<file path="config.mk">
export PLATFORM = sky130hd
export DESIGN_NAME = newton_divided_difference_interp
export DESIGN_NICKNAME = d
export VERILOG_FILES = /design/src/hw/rtl/ndd_pkg.sv /design/src/hw/rtl/newton_divided_difference_interp.sv /design/src/hw/rtl/ndd_div.sv /design/src/hw/rtl/ndd_mul.sv
export SDC_FILE = /design/constraint.sdc
export NUM_CORES = 2
export LEC_CHECK = 0
export CORE_AREA = 5 5 586 588
export CTS_CLUSTER_SIZE = 30
export DETAILED_ROUTE_END_ITERATION = 10
export DIE_AREA = 0 0 591 593
export DONT_BUFFER_PORTS = 1
export PLACE_DENSITY_LB_ADDON = 0.05
export SLEW_MARGIN = 20
export SYNTH_ARGS = -nofsm -noshare
export SYNTH_HDL_FRONTEND = slang
export SYNTH_HIERARCHICAL = 1
export SYNTH_SLANG_ARGS = --single-unit
</file>
<file path="constraint.sdc">
create_clock -name clk -period 7.7 [get_ports clk]
set_clock_uncertainty 0.1 [all_clocks]
set_input_delay 0.77 -clock clk [delete_from_list [all_inputs] [get_ports clk]]
set_output_delay 0.77 -clock clk [all_outputs]
set_load 0.01 [all_outputs]
</file>
<file path="src/hw/rtl/ndd_pkg.sv">
`timescale 1ns / 1ps

package ndd_pkg;

    localparam logic [1:0] MODE_CLEAR  = 2'd0;
    localparam logic [1:0] MODE_APPEND = 2'd1;
    localparam logic [1:0] MODE_EVAL   = 2'd2;
    localparam logic [1:0] MODE_UNUSED = 2'd3;

    localparam logic [2:0] ST_OK      = 3'd0;
    localparam logic [2:0] ST_EMPTY   = 3'd1;
    localparam logic [2:0] ST_EQUAL_X = 3'd2;
    localparam logic [2:0] ST_SAT     = 3'd3;
    localparam logic [2:0] ST_FULL    = 3'd4;

    typedef struct packed {
        logic [1:0]         mode;
        logic signed [31:0] node_x;
        logic signed [31:0] node_y;
        logic signed [31:0] eval_point;
    } cmd_t;

    typedef struct packed {
        logic signed [31:0] value;
        logic [2:0]         status;
    } res_t;

endpackage

</file>
<file path="src/hw/rtl/newton_divided_difference_interp.sv">
`timescale 1ns / 1ps
// Clear, append and unused-mode items: the result appears in the cycle after acceptance.
// Evaluate with valid coefficients: a Horner loop over the n nodes, each node taking
// a read, a start, 5 multiplier steps at 8 bits a cycle and a finish.
// After a change, the rebuild first copies the n ordinates (a read and a write each),
// then runs n*(n-1)/2 divisions by the bit-serial divider. One item at a time.
// Reset clears node count, coefficient state and the result valid flag; stores are not.
module newton_divided_difference_interp
    import ndd_pkg::*;
#(
    parameter int MAX_NODES = 16,
    parameter int FRAC_BITS = 16
)
(
    input  logic clk,
    input  logic rst_n,
    input  logic cmd_valid,
    output logic cmd_stall,
    input  cmd_t cmd,
    output logic res_valid,
    input  logic res_stall,
    output res_t res
);

    localparam int IW = $clog2(MAX_NODES);
    localparam int CW = $clog2(MAX_NODES + 1);
    localparam int NW = 33 + FRAC_BITS;
    localparam logic [NW-1:0] QMIN_MAG = NW'(64'h8000_0000);
    localparam logic [NW-1:0] QMAX_MAG = NW'(64'h7FFF_FFFF);
    localparam logic signed [63:0] SMAX = 64'sh0000_0000_7FFF_FFFF;
    localparam logic signed [63:0] SMIN = -64'sh0000_0000_8000_0000;

    typedef enum logic [9:0] {
        S_IDLE   = 10'b00_0000_0001,
        S_CP_RD  = 10'b00_0000_0010,
        S_CP_WR  = 10'b00_0000_0100,
        S_DD_RD  = 10'b00_0000_1000,
        S_DD_CHK = 10'b00_0001_0000,
        S_DD_DIV = 10'b00_0010_0000,
        S_EV_RD  = 10'b00_0100_0000,
        S_EV_CHK = 10'b00_1000_0000,
        S_EV_MUL = 10'b01_0000_0000,
        S_DONE   = 10'b10_0000_0000
    } state_t;

    state_t state_reg, state_next;
    logic [CW-1:0] count_reg, count_next;
    logic cvalid_reg, cvalid_next;
    logic sat_reg, sat_next;
    logic [IW-1:0] i_reg, i_next;
    logic [IW-1:0] j_reg, j_next;
    logic signed [31:0] xp_reg, xp_next;
    logic signed [31:0] t_reg, t_next;
    logic signed [31:0] a_reg, a_next;
    logic neg_reg, neg_next;
    res_t res_reg, res_next;
    logic res_valid_reg, res_valid_next;
    res_t pend_reg, pend_next;

    logic [31:0] x_mem [MAX_NODES];
    logic [31:0] y_mem [MAX_NODES];
    logic [31:0] c_mem [MAX_NODES];
    logic [31:0] xa_q, xb_q, y_q, ca_q, cb_q;
    logic [IW-1:0] xa_addr, xb_addr, y_addr, ca_addr, cb_addr;
    logic xy_we, c_we;
    logic [IW-1:0] xy_waddr, c_waddr;
    logic [31:0] c_wdata;

    logic div_start, div_done;
    logic [NW-1:0] div_num, div_quo;
    logic [32:0] div_den;
    logic mul_start, mul_done;
    logic [31:0] mul_a;
    logic [32:0] mul_b;
    logic [63:0] mul_prod;

    logic accept, out_free;
    logic [IW-1:0] cnt_m1;
    logic signed [32:0] num_s, den_s, d_s;
    logic signed [63:0] shifted, scaled, sum;
    logic signed [31:0] t_sat;
    logic sum_sat;
    logic [31:0] q_val;
    logic q_sat;

    ndd_div #(.FRAC_BITS(FRAC_BITS)) u_div (
        .clk   (clk),
        .rst_n (rst_n),
        .start (div_start),
        .num   (div_num),
        .den   (div_den),
        .done  (div_done),
        .quo   (div_quo)
    );

    ndd_mul u_mul (
        .clk   (clk),
        .rst_n (rst_n),
        .start (mul_start),
        .a     (mul_a),
        .b     (mul_b),
        .done  (mul_done),
        .prod  (mul_prod)
    );

    always_ff @(posedge clk)
    begin
        if (xy_we)
        begin
            x_mem[xy_waddr] <= cmd.node_x;
            y_mem[xy_waddr] <= cmd.node_y;
        end
        if (c_we)
        begin
            c_mem[c_waddr] <= c_wdata;
        end
        xa_q <= x_mem[xa_addr];
        xb_q <= x_mem[xb_addr];
        y_q  <= y_mem[y_addr];
        ca_q <= c_mem[ca_addr];
        cb_q <= c_mem[cb_addr];
    end

    assign out_free  = !res_valid_reg || !res_stall;
    assign cmd_stall = (state_reg != S_IDLE) || !out_free;
    assign accept    = cmd_valid && !cmd_stall;
    assign cnt_m1    = IW'(count_reg - 1'b1);

    assign num_s   = {ca_q[31], ca_q} - {cb_q[31], cb_q};
    assign den_s   = {xa_q[31], xa_q} - {xb_q[31], xb_q};
    assign d_s     = {xp_reg[31], xp_reg} - {xa_q[31], xa_q};
    assign div_num = {(num_s[32] ? 33'(-num_s) : 33'(num_s)), {FRAC_BITS{1'b0}}};
    assign div_den = den_s[32] ? 33'(-den_s) : 33'(den_s);
    assign mul_a   = t_reg[31] ? 32'(-t_reg) : 32'(t_reg);
    assign mul_b   = d_s[32] ? 33'(-d_s) : 33'(d_s);

    // quotient magnitude back to a signed, saturated coefficient
    always_comb
    begin
        q_sat = 1'b0;
        if (neg_reg)
        begin
            if (div_quo > QMIN_MAG)
            begin
                q_sat = 1'b1;
                q_val = 32'h8000_0000;
            end
            else
            begin
                q_val = 32'(-div_quo[31:0]);
            end
        end
        else
        begin
            if (div_quo > QMAX_MAG)
            begin
                q_sat = 1'b1;
                q_val = 32'h7FFF_FFFF;
            end
            else
            begin
                q_val = div_quo[31:0];
            end
        end
    end

    // Horner step: truncate the product toward zero, add the coefficient, saturate
    always_comb
    begin
        shifted = $signed(mul_prod >> FRAC_BITS);
        scaled  = neg_reg ? -shifted : shifted;
        sum     = scaled + 64'(a_reg);
        sum_sat = 1'b0;
        if (sum > SMAX)
        begin
            sum_sat = 1'b1;
            t_sat   = 32'sh7FFF_FFFF;
        end
        else if (sum < SMIN)
        begin
            sum_sat = 1'b1;
            t_sat   = -32'sh8000_0000;
        end
        else
        begin
            t_sat = sum[31:0];
        end
    end

    always_comb
    begin
        state_next     = state_reg;
        count_next     = count_reg;
        cvalid_next    = cvalid_reg;
        sat_next       = sat_reg;
        i_next         = i_reg;
        j_next         = j_reg;
        xp_next        = xp_reg;
        t_next         = t_reg;
        a_next         = a_reg;
        neg_next       = neg_reg;
        pend_next      = pend_reg;
        res_next       = res_reg;
        res_valid_next = res_valid_reg && res_stall;
        xa_addr        = '0;
        xb_addr        = '0;
        y_addr         = '0;
        ca_addr        = '0;
        cb_addr        = '0;
        xy_we          = 1'b0;
        xy_waddr       = count_reg[IW-1:0];
        c_we           = 1'b0;
        c_waddr        = j_reg;
        c_wdata        = y_q;
        div_start      = 1'b0;
        mul_start      = 1'b0;

        case (state_reg)
            S_IDLE:
            begin
                if (accept)
                begin
                    res_next.value  = '0;
                    res_next.status = ST_OK;
                    res_valid_next  = 1'b1;
                    case (cmd.mode)
                        MODE_CLEAR:
                        begin
                            count_next  = '0;
                            cvalid_next = 1'b0;
                        end
                        MODE_APPEND:
                        begin
                            if (count_reg >= CW'(MAX_NODES))
                            begin
                                res_next.status = ST_FULL;
                            end
                            else
                            begin
                                xy_we       = 1'b1;
                                count_next  = count_reg + 1'b1;
                                cvalid_next = 1'b0;
                            end
                        end
                        MODE_EVAL:
                        begin
                            if (count_reg == '0)
                            begin
                                res_next.status = ST_EMPTY;
                            end
                            else
                            begin
                                // hold the result back until the work is done
                                res_valid_next = res_valid_reg && res_stall;
                                xp_next  = cmd.eval_point;
                                sat_next = 1'b0;
                                if (cvalid_reg)
                                begin
                                    j_next     = cnt_m1;
                                    t_next     = '0;
                                    state_next = S_EV_RD;
                                end
                                else
                                begin
                                    j_next     = '0;
                                    state_next = S_CP_RD;
                                end
                            end
                        end
                        default:
                        begin
                            res_next.status = ST_OK;
                        end
                    endcase
                end
            end
            S_CP_RD:
            begin
                y_addr     = j_reg;
                state_next = S_CP_WR;
            end
            S_CP_WR:
            begin
                c_we = 1'b1;
                if (j_reg == cnt_m1)
                begin
                    i_next = IW'(1);
                    j_next = cnt_m1;
                    if (count_reg == CW'(1))
                    begin
                        cvalid_next = 1'b1;
                        t_next      = '0;
                        j_next      = cnt_m1;
                        state_next  = S_EV_RD;
                    end
                    else
                    begin
                        state_next = S_DD_RD;
                    end
                end
                else
                begin
                    j_next     = j_reg + 1'b1;
                    state_next = S_CP_RD;
                end
            end
            S_DD_RD:
            begin
                ca_addr    = j_reg;
                cb_addr    = j_reg - 1'b1;
                xa_addr    = j_reg;
                xb_addr    = j_reg - i_reg;
                state_next = S_DD_CHK;
            end
            S_DD_CHK:
            begin
                if (den_s == '0)
                begin
                    // equal abscissae: abandon the rebuild
                    pend_next.value  = '0;
                    pend_next.status = ST_EQUAL_X;
                    state_next       = S_DONE;
                end
                else
                begin
                    div_start  = 1'b1;
                    neg_next   = num_s[32] ^ den_s[32];
                    state_next = S_DD_DIV;
                end
            end
            S_DD_DIV:
            begin
                if (div_done)
                begin
                    c_we     = 1'b1;
                    c_wdata  = q_val;
                    sat_next = sat_reg | q_sat;
                    if (j_reg == i_reg)
                    begin
                        if (CW'(i_reg) + 1'b1 == count_reg)
                        begin
                            cvalid_next = 1'b1;
                            t_next      = '0;
                            j_next      = cnt_m1;
                            state_next  = S_EV_RD;
                        end
                        else
                        begin
                            i_next     = i_reg + 1'b1;
                            j_next     = cnt_m1;
                            state_next = S_DD_RD;
                        end
                    end
                    else
                    begin
                        j_next     = j_reg - 1'b1;
                        state_next = S_DD_RD;
                    end
                end
            end
            S_EV_RD:
            begin
                xa_addr    = j_reg;
                ca_addr    = j_reg;
                state_next = S_EV_CHK;
            end
            S_EV_CHK:
            begin
                mul_start  = 1'b1;
                neg_next   = t_reg[31] ^ d_s[32];
                a_next     = ca_q;
                state_next = S_EV_MUL;
            end
            S_EV_MUL:
            begin
                if (mul_done)
                begin
                    t_next   = t_sat;
                    sat_next = sat_reg | sum_sat;
                    if (j_reg == '0)
                    begin
                        pend_next.value  = t_sat;
                        pend_next.status = (sat_reg | sum_sat) ? ST_SAT : ST_OK;
                        state_next       = S_DONE;
                    end
                    else
                    begin
                        j_next     = j_reg - 1'b1;
                        state_next = S_EV_RD;
                    end
                end
            end
            S_DONE:
            begin
                if (out_free)
                begin
                    res_next       = pend_reg;
                    res_valid_next = 1'b1;
                    state_next     = S_IDLE;
                end
            end
            default:
            begin
                state_next = S_IDLE;
            end
        endcase
    end

    always_ff @(posedge clk or negedge rst_n)
    begin
        if (!rst_n)
        begin
            state_reg     <= S_IDLE;
            count_reg     <= '0;
            cvalid_reg    <= 1'b0;
            res_valid_reg <= 1'b0;
        end
        else
        begin
            state_reg     <= state_next;
            count_reg     <= count_next;
            cvalid_reg    <= cvalid_next;
            res_valid_reg <= res_valid_next;
        end
    end

    always_ff @(posedge clk)
    begin
        sat_reg  <= sat_next;
        i_reg    <= i_next;
        j_reg    <= j_next;
        xp_reg   <= xp_next;
        t_reg    <= t_next;
        a_reg    <= a_next;
        neg_reg  <= neg_next;
        pend_reg <= pend_next;
        res_reg  <= res_next;
    end

    assign res_valid = res_valid_reg;
    assign res       = res_reg;

endmodule

</file>
<file path="src/hw/rtl/ndd_div.sv">
`timescale 1ns / 1ps

module ndd_div
    import ndd_pkg::*;
#(
    parameter int FRAC_BITS = 16
)
(
    input  logic                    clk,
    input  logic                    rst_n,
    input  logic                    start,
    input  logic [32+FRAC_BITS:0]   num,
    input  logic [32:0]             den,
    output logic                    done,
    output logic [32+FRAC_BITS:0]   quo
);

    localparam int NW = 33 + FRAC_BITS;
    localparam int CW = $clog2(NW + 1);

    logic [CW-1:0] cnt_reg, cnt_next;
    logic          run_reg, run_next;
    logic          done_reg, done_next;
    logic [32:0]   rem_reg, rem_next;
    logic [NW-1:0] quo_reg, quo_next;
    logic [32:0]   den_reg, den_next;
    logic [33:0]   trial;
    logic [33:0]   diff;

    assign trial = {rem_reg, quo_reg[NW-1]};
    assign diff  = trial - {1'b0, den_reg};

    always_comb
    begin
        cnt_next  = cnt_reg;
        run_next  = run_reg;
        done_next = 1'b0;
        rem_next  = rem_reg;
        quo_next  = quo_reg;
        den_next  = den_reg;
        if (start)
        begin
            quo_next = num;
            den_next = den;
            rem_next = '0;
            cnt_next = CW'(NW);
            run_next = 1'b1;
        end
        else if (run_reg)
        begin
            // restoring step: shift in one dividend bit, subtract if it fits
            if (!diff[33])
            begin
                rem_next = diff[32:0];
                quo_next = {quo_reg[NW-2:0], 1'b1};
            end
            else
            begin
                rem_next = trial[32:0];
                quo_next = {quo_reg[NW-2:0], 1'b0};
            end
            cnt_next = cnt_reg - 1'b1;
            if (cnt_reg == CW'(1))
            begin
                run_next  = 1'b0;
                done_next = 1'b1;
            end
        end
    end

    always_ff @(posedge clk or negedge rst_n)
    begin
        if (!rst_n)
        begin
            run_reg  <= 1'b0;
            done_reg <= 1'b0;
            cnt_reg  <= '0;
        end
        else
        begin
            run_reg  <= run_next;
            done_reg <= done_next;
            cnt_reg  <= cnt_next;
        end
    end

    always_ff @(posedge clk)
    begin
        rem_reg <= rem_next;
        quo_reg <= quo_next;
        den_reg <= den_next;
    end

    assign done = done_reg;
    assign quo  = quo_reg;

endmodule

</file>
<file path="src/hw/rtl/ndd_mul.sv">
`timescale 1ns / 1ps

module ndd_mul
    import ndd_pkg::*;
(
    input  logic        clk,
    input  logic        rst_n,
    input  logic        start,
    input  logic [31:0] a,
    input  logic [32:0] b,
    output logic        done,
    output logic [63:0] prod
);

    localparam int STEPS = 5;

    logic [2:0]  cnt_reg, cnt_next;
    logic        run_reg, run_next;
    logic        done_reg, done_next;
    logic [31:0] a_reg, a_next;
    logic [39:0] b_reg, b_next;
    logic [63:0] acc_reg, acc_next;
    logic [39:0] part;

    assign part = a_reg * b_reg[39:32];

    always_comb
    begin
        cnt_next  = cnt_reg;
        run_next  = run_reg;
        done_next = 1'b0;
        a_next    = a_reg;
        b_next    = b_reg;
        acc_next  = acc_reg;
        if (start)
        begin
            a_next   = a;
            b_next   = {7'd0, b};
            acc_next = '0;
            cnt_next = 3'(STEPS);
            run_next = 1'b1;
        end
        else if (run_reg)
        begin
            // take eight multiplier bits a cycle, most significant first
            acc_next = {acc_reg[55:0], 8'd0} + {24'd0, part};
            b_next   = {b_reg[31:0], 8'd0};
            cnt_next = cnt_reg - 1'b1;
            if (cnt_reg == 3'd1)
            begin
                run_next  = 1'b0;
                done_next = 1'b1;
            end
        end
    end

    always_ff @(posedge clk or negedge rst_n)
    begin
        if (!rst_n)
        begin
            run_reg  <= 1'b0;
            done_reg <= 1'b0;
            cnt_reg  <= '0;
        end
        else
        begin
            run_reg  <= run_next;
            done_reg <= done_next;
            cnt_reg  <= cnt_next;
        end
    end

    always_ff @(posedge clk)
    begin
        a_reg   <= a_next;
        b_reg   <= b_next;
        acc_reg <= acc_next;
    end

    assign done = done_reg;
    assign prod = acc_reg;

endmodule

</file>
# Word-level counts from Yosys, hierarchy flattened
# Memories as Yosys holds them, arrays and structs flattened. A register that Yosys moved wholly into a read port is not among the register bits.
# Cells that the tools add are included.
# W data, S select, Z words.
# totals
wordCells	269
inputBits	102
regBits	457
output_inout_bits	37
ram_bits	1536
n_memories	3
# memory_table
name	words	width	read_ports	rd_clocked_by_memory_dff	write_ports	line_no	text
c_mem	16	32	2	2	1	newton_divided_difference_interp.sv:62	logic [31:0] c_mem [MAX_NODES];
x_mem	16	32	2	2	1	newton_divided_difference_interp.sv:60	logic [31:0] x_mem [MAX_NODES];
y_mem	16	32	1	1	1	newton_divided_difference_interp.sv:61	logic [31:0] y_mem [MAX_NODES];
# op_classes
magnitude_cmp	5
addsub	21
reduce_logical	34
n_mux	131
bitwise_logic	5
n_eq_ne	38
multipliers	1
# op_table
operator	n
$mux W32	18
$mux W35	5
$mux W33	5
$pmux W35 S2	2
$pmux W32 S4	1
$mux W10	10
$pmux W10 S10	1
$neg A33 Y33	3
$sub A32 B32 Y33	3
$mux W49	2
$mux W4	17
$add A64 B32 Y64	1
$add A64 B40 Y64	1
$gt A64 B32 Y1 const B	1
$lt A64 B32 Y1 const B	1
$mux W64	1
$neg A32 Y32	2
$neg A48 Y64	1
$gt A49 B31 Y1 const B	1
$gt A49 B32 Y1 const B	1
$mux W1	48
$mul A32 B8 Y40	1
$sub A34 B33 Y34	1
$logic_not A33 Y1	1
other kinds (63)	107

# Longest topological paths before layout
# depth
word_depth	11
ltp_mapped	25
depth_no_buf	22

# Cells and area by module
# Netlist, hierarchy kept.
# modules_own_cells
mod	cells_per_inst	seq_area_each_um2	area_each_um2	instances
newton_divided_difference_interp	7702	55009.0	95954.5	1
ndd_mul	1495	3498.4	14564.0	1
ndd_div	621	3323.2	6856.6	1

# Worst setup path after synthesis
# Ideal clock, no wire load.
# synth_timing
path_kind	reg-to-reg
start	reg state_reg[1]
end	mem x_mem[2][0] (enable)
path_slack_ns	0.355
path_buffers	0
stages_incl_launch_ff	10
period_less_slack_ns	7.345
t_arrival_ns	6.680
setup_ns	0.565
required_ns	7.035
cell_sequence	dfrtp_1 > nor4_1 > nand2_1 > nor4_1 > nand2_1 > a21oi_1 > nand2_1 > nor2_1 > nand2_1 > nor3_1
# synth_via
elab_chain_cells	8
elab_cells_between_ends	9
cone_classes	eq/ne: 2; mux: 4; reduce/logical: 3
# synth_lines
element	line_no	text
start, declared	newton_divided_difference_interp.sv:46	state_t state_reg, state_next;
start signal, assigned	newton_divided_difference_interp.sv:420	state_reg <= state_next;
$ne A10 B1 Y1	newton_divided_difference_interp.sv:125	assign cmd_stall = (state_reg != S_IDLE) || !out_free;
$logic_or A1 B1 Y1	newton_divided_difference_interp.sv:125	
$logic_not A1 Y1	newton_divided_difference_interp.sv:126	assign accept = cmd_valid && !cmd_stall;
$logic_and A1 B1 Y1	newton_divided_difference_interp.sv:126	
$mux W1	newton_divided_difference_interp.sv:221	if (accept)
$mux W1 (*)	newton_divided_difference_interp.sv:218	case (state_reg)
$mux W1 (*)	newton_divided_difference_interp.sv:108	if (xy_we)
$mux W1 (not written as such) (*)	newton_divided_difference_interp.sv:110	x_mem[xy_waddr] <= cmd.node_x;
end, declared	newton_divided_difference_interp.sv:60	
# Mark *: on every way between the ends. The rest lies on a longest branch, timed or not.

# Worst setup path in the final report
# layout_timing
start	reg u_mul.acc_reg[19], in the netlist u_mul/prod[19]
end	reg sat_reg, data pin
# layout_via
elab_chain_cells	9
elab_cells_between_ends	10
cone_classes	add/sub: 2; order compare: 2; mux: 5; bitwise: 1
# layout_lines
element	line_no	text
start, declared	ndd_mul.sv:22	logic [63:0] acc_reg, acc_next;
start signal, assigned	ndd_mul.sv:77	acc_reg <= acc_next;
$neg A48 Y64	newton_divided_difference_interp.sv:171	scaled = neg_reg ? -shifted : shifted;
$mux W64 (*)	newton_divided_difference_interp.sv:171	
$add A64 B32 Y64 (*)	newton_divided_difference_interp.sv:172	sum = scaled + 64'(a_reg);
$lt A64 B32 Y1	newton_divided_difference_interp.sv:179	else if (sum < SMIN)
$mux W1	newton_divided_difference_interp.sv:179	
$mux W1 (*)	newton_divided_difference_interp.sv:174	if (sum > SMAX)
$or A1 B1 Y1 (*)	newton_divided_difference_interp.sv:379	sat_next = sat_reg | sum_sat;
$mux W1 (*)	newton_divided_difference_interp.sv:376	if (mul_done)
$pmux W1 S3 (*)	newton_divided_difference_interp.sv:218	
via sat_next	newton_divided_difference_interp.sv:49	logic sat_reg, sat_next;
end signal, assigned	newton_divided_difference_interp.sv:429	sat_reg <= sat_next;
end, declared	newton_divided_difference_interp.sv:49	
# The timed path passes the listed nets; every way through them passes the cells marked *. The select of a mux whose other input is x is not followed.
# A chain may end at the register's enable or synchronous reset.

==> metrics.md <==
| Metric | Value |
|---|---|
| Netlist Area Pre-Place | 117000 sq um |
| Htree depth | 5 |
| First-pass GRT wire length | ~590000 um |
| Die ar. | 350000 sq um |
| Worst rel slew slack | a little under a quarter |
| Crit Path Max Fanout | 11 |
| Vias in the first global route | 83119 |
| Post-synth top area share | a little under half |
| Area growth from synthesis to layout | 12.9% |
| Clock root cell | clkbuf_16 |
| Pwr dens | 449 nW/um^2 |
| Clock Tree Buf Depth | 4 |
| Synth async-reset ratio | around 1.4% |
| CTS Sinks | 2152 |
| Final ANT Viol Nets | 0 |
| PortBufs | 0 |
| WL/cell | roughly 28 um |
| Data required, critical path | 8.21 ns |
| Tightest Pin Transition | 1.14 ns |
| Startpoint types | register |
| Site row count | 214 |
| Syn_area_per_cell | 12.0 sq um |
| Crit. End Element | register |
| Register bit total from synthesis | 2152 |
| Final Hold Fails | 0 |
| Warnings from Yosys | 6 |
| Top area cells in the synthesized netlist | edfxtp_1 48%, mux4_2 6.8%, dfxtp_1 4.5%, fa_1 3.7%, ha_1 3.1% |
| HPWL after DPL | 256000 um |
| Routability Congestion | between 0.8 and 0.9 |
| RSZ-0062 raised after global routing | no |
| Die extent in x | around 590 um |
| I/O pins | 139 |
| CP peak stage delay | 0.56 ns |
| Largest net degree at the start of global routing | ~180 |
| Crit path time final | ~7.3 ns |
| Final setup TNS | 0 ns |
| Total CTS buffers | 267 |
| Share of cells above drive strength 1 | 12.3% |
| Yosys cell types | 118 |
| CTS tree | done |
| WHS | 0.109 ns |
| Final Cycle Share | 95.3% |
| Register area share after synthesis | roughly 53% |
| Aggregate global-route resource usage | 22.5% |
| Post-synth EDFFs | 1858 |
| Critical path arrival | 7.84 ns |
| Initial antenna violation count | 41 |
| Vias per std cell | 5.68 |
| Maximum vdd ir drop | 957 uV |
| CP Class | register to register |
| Fin. max-slew vios | 0 |
| Fmax | about 140 MHz |
| CP max stage cell | or4_1 |
| Cells after Synth | 9818 |
| Core Util, Final | 39.2% |
| Main synth FF type | edfxtp_1 |
| Yosys top cell by area | edfxtp_1 |
| Dpl cell area | around 120000 sq um |
| Total Nets Final | approximately 10000 |
| Grt total ovfl | 0 |
| Hold Crit Class | primary input to register |
| Height of the die | roughly 590 um |
| Starting Density | 34.7% |
| DRC | 0 |
| Static leakage | around 45 nW |
| Pre-Repair DR Iteration Count | 6 |
| Worst-Skew Late Latency | 0.91 ns |
| Final setup fails | 0 |
| Clk pin slew, worst setup/hold paths | 0.06 ns |
| Initial drt markers | around 6600 |
| Final Cell Area | 133000 sq um |
| Total core area | 338000 sq um |
| Vias | 82375 |
| DRT Wirelength | between 400000 and 500000 um |
| CP Cell Sequence | nor4_4 > nand4_1 > or3_1 > nor2_1 > nand4_1 > or2_2 > or3_1 > o41a_1 > ha_1 > a21oi_1 > or3b_2 > a31oi_1 > or3_1 > a311oi_1 > o31a_1 > xnor2_1 > o31a_1 > nand4_1 > or4_1 > a22o_1 |
| Largest registers | c_mem x512, x_mem x512, y_mem x512 |
| Status | completed |
| MaxCap Viol Count | 0 |
## per-layer routing
layer | vias up | GRT usage (%) | share of wire, % | wire length, um
li1 | 37105 | - | - | -
met1 | 42176 | 31.6 | 45 | 183000
met2 | 2472 | 36.8 | 47 | 189000
met3 | 596 | 2.82 | 5.1 | 20400
met4 | 26 | 5.96 | 2.8 | 11100
met5 | - | 0 | 0.043 | 172
## final cells by class
cell class              count  area (sq um)
well taps                4536          5680
repair buffers            287          2820
multi-input cells        6565         51900
inverters                 477          1810
diodes                     11          27.5
clock buffers             363          7360
fillers                 32316        205000
clock inverters           119          1190
flip-flops and latches   2152         61800
## layout by cell type, fill, tap and decap left out, types with 217 or more instances in the layout
cell type and instances:
edfxtp_1 1858, and2_1 267, dfxtp_1 264, o211ai_1 286
a21oi_1 513, or3_1 443, clkbuf_16 272, nor2_1 371
xnor2_1 263, fa_1 217, o21ai_0 518, inv_1 472
ha_1 289, mux4_2 352, nand2_1 751
## cell families (layout without fill, tap and decap cells)
kind of cell,Yosys count,count (layout),synth area share [%]
flops,2152,2152,52.7
other cells,1,27,0.00319
buf+inv,1116,1246,3.66
mux,568,568,8.72
xor+xnor,385,385,2.90
simple gates,2747,2747,12.2
compound gates,2342,2342,13.1
fa+ha+maj,507,507,6.79
## critical path, delay by kind of cell (launching register included)
kind,cells,cell delay (ns)
AND/OR/NAND/NOR,11,3.82
AO/OA/AOI/OAI,7,1.94
adder cells (fa/ha/maj),1,0.49
XOR/XNOR,1,0.38
flip-flops,1,0.38
## per-stage QoR
step                      power (mW)  worst slack (ns)  cells
after detailed placement        47.2            0.0851  13916
after floorplan                 36.6             0.355   9833
after global placement          47.3             0.235  13915
after CTS                       60.0            0.0666  14498
after global routing            63.7            0.0527  14504
final                           59.5             0.365  14510
## Yosys cell counts (29+ instances only)
library cell / instances
edfxtp_1: 1858
nand2_1: 764
clkbuf_1: 555
o21ai_0: 539
a21oi_1: 516
inv_1: 475
or3_1: 445
nor2_1: 400
mux4_2: 352
ha_1: 290
o211ai_1: 286
and2_1: 272
dfxtp_1: 264
xnor2_1: 264
fa_1: 217
nand2b_1: 193
a211oi_1: 180
a31oi_1: 172
nand3_1: 156
xor2_1: 118
mux2_2: 114
nor3_1: 107
mux2i_1: 101
a21o_1: 94
nand4_1: 86
and3_1: 83
o2111ai_1: 75
o311ai_0: 70
o21a_1: 62
o31ai_1: 62
buf_1: 54
nor4_1: 43
nor2b_1: 34
o21bai_1: 30
dfrtp_1: 29
## worst paths after layout
check / from / end / slack [ns] / depth (start not counted)
max: u_mul/prod[19] / sat_reg / 0.37 / 20
max reg2reg: u_mul/prod[19] / sat_reg / 0.37 / 20
min reg2reg: u_mul/prod[0] / u_mul/prod[0] / 0.38 / 2
min in group asynchronous: rst_n / state_reg[8] / 0.34 / 2
min: res_stall / res[2] / 0.11 / 1
max in group asynchronous: rst_n / state_reg[0] / 6.89 / 2
## repair_timing
item / 4_1_cts / 5_1_grt
setup buffers: 0 / 0
resized for setup: 0 / 5
setup endpoints to repair: 0 / 65
hold endpoints to repair: 1087 / 0
hold buffers: 100 / 0
## where the power goes
group / leakage (nW) / total, mW / switching [mW] / internal (mW)
clock: 4.16 / 12.3 / 5.13 / 7.19
combinational: 22.0 / 32.0 / 20.5 / 11.5
sequential: 19.3 / 15.2 / 1.20 / 14.0
(Power assumes the default switching activity.)
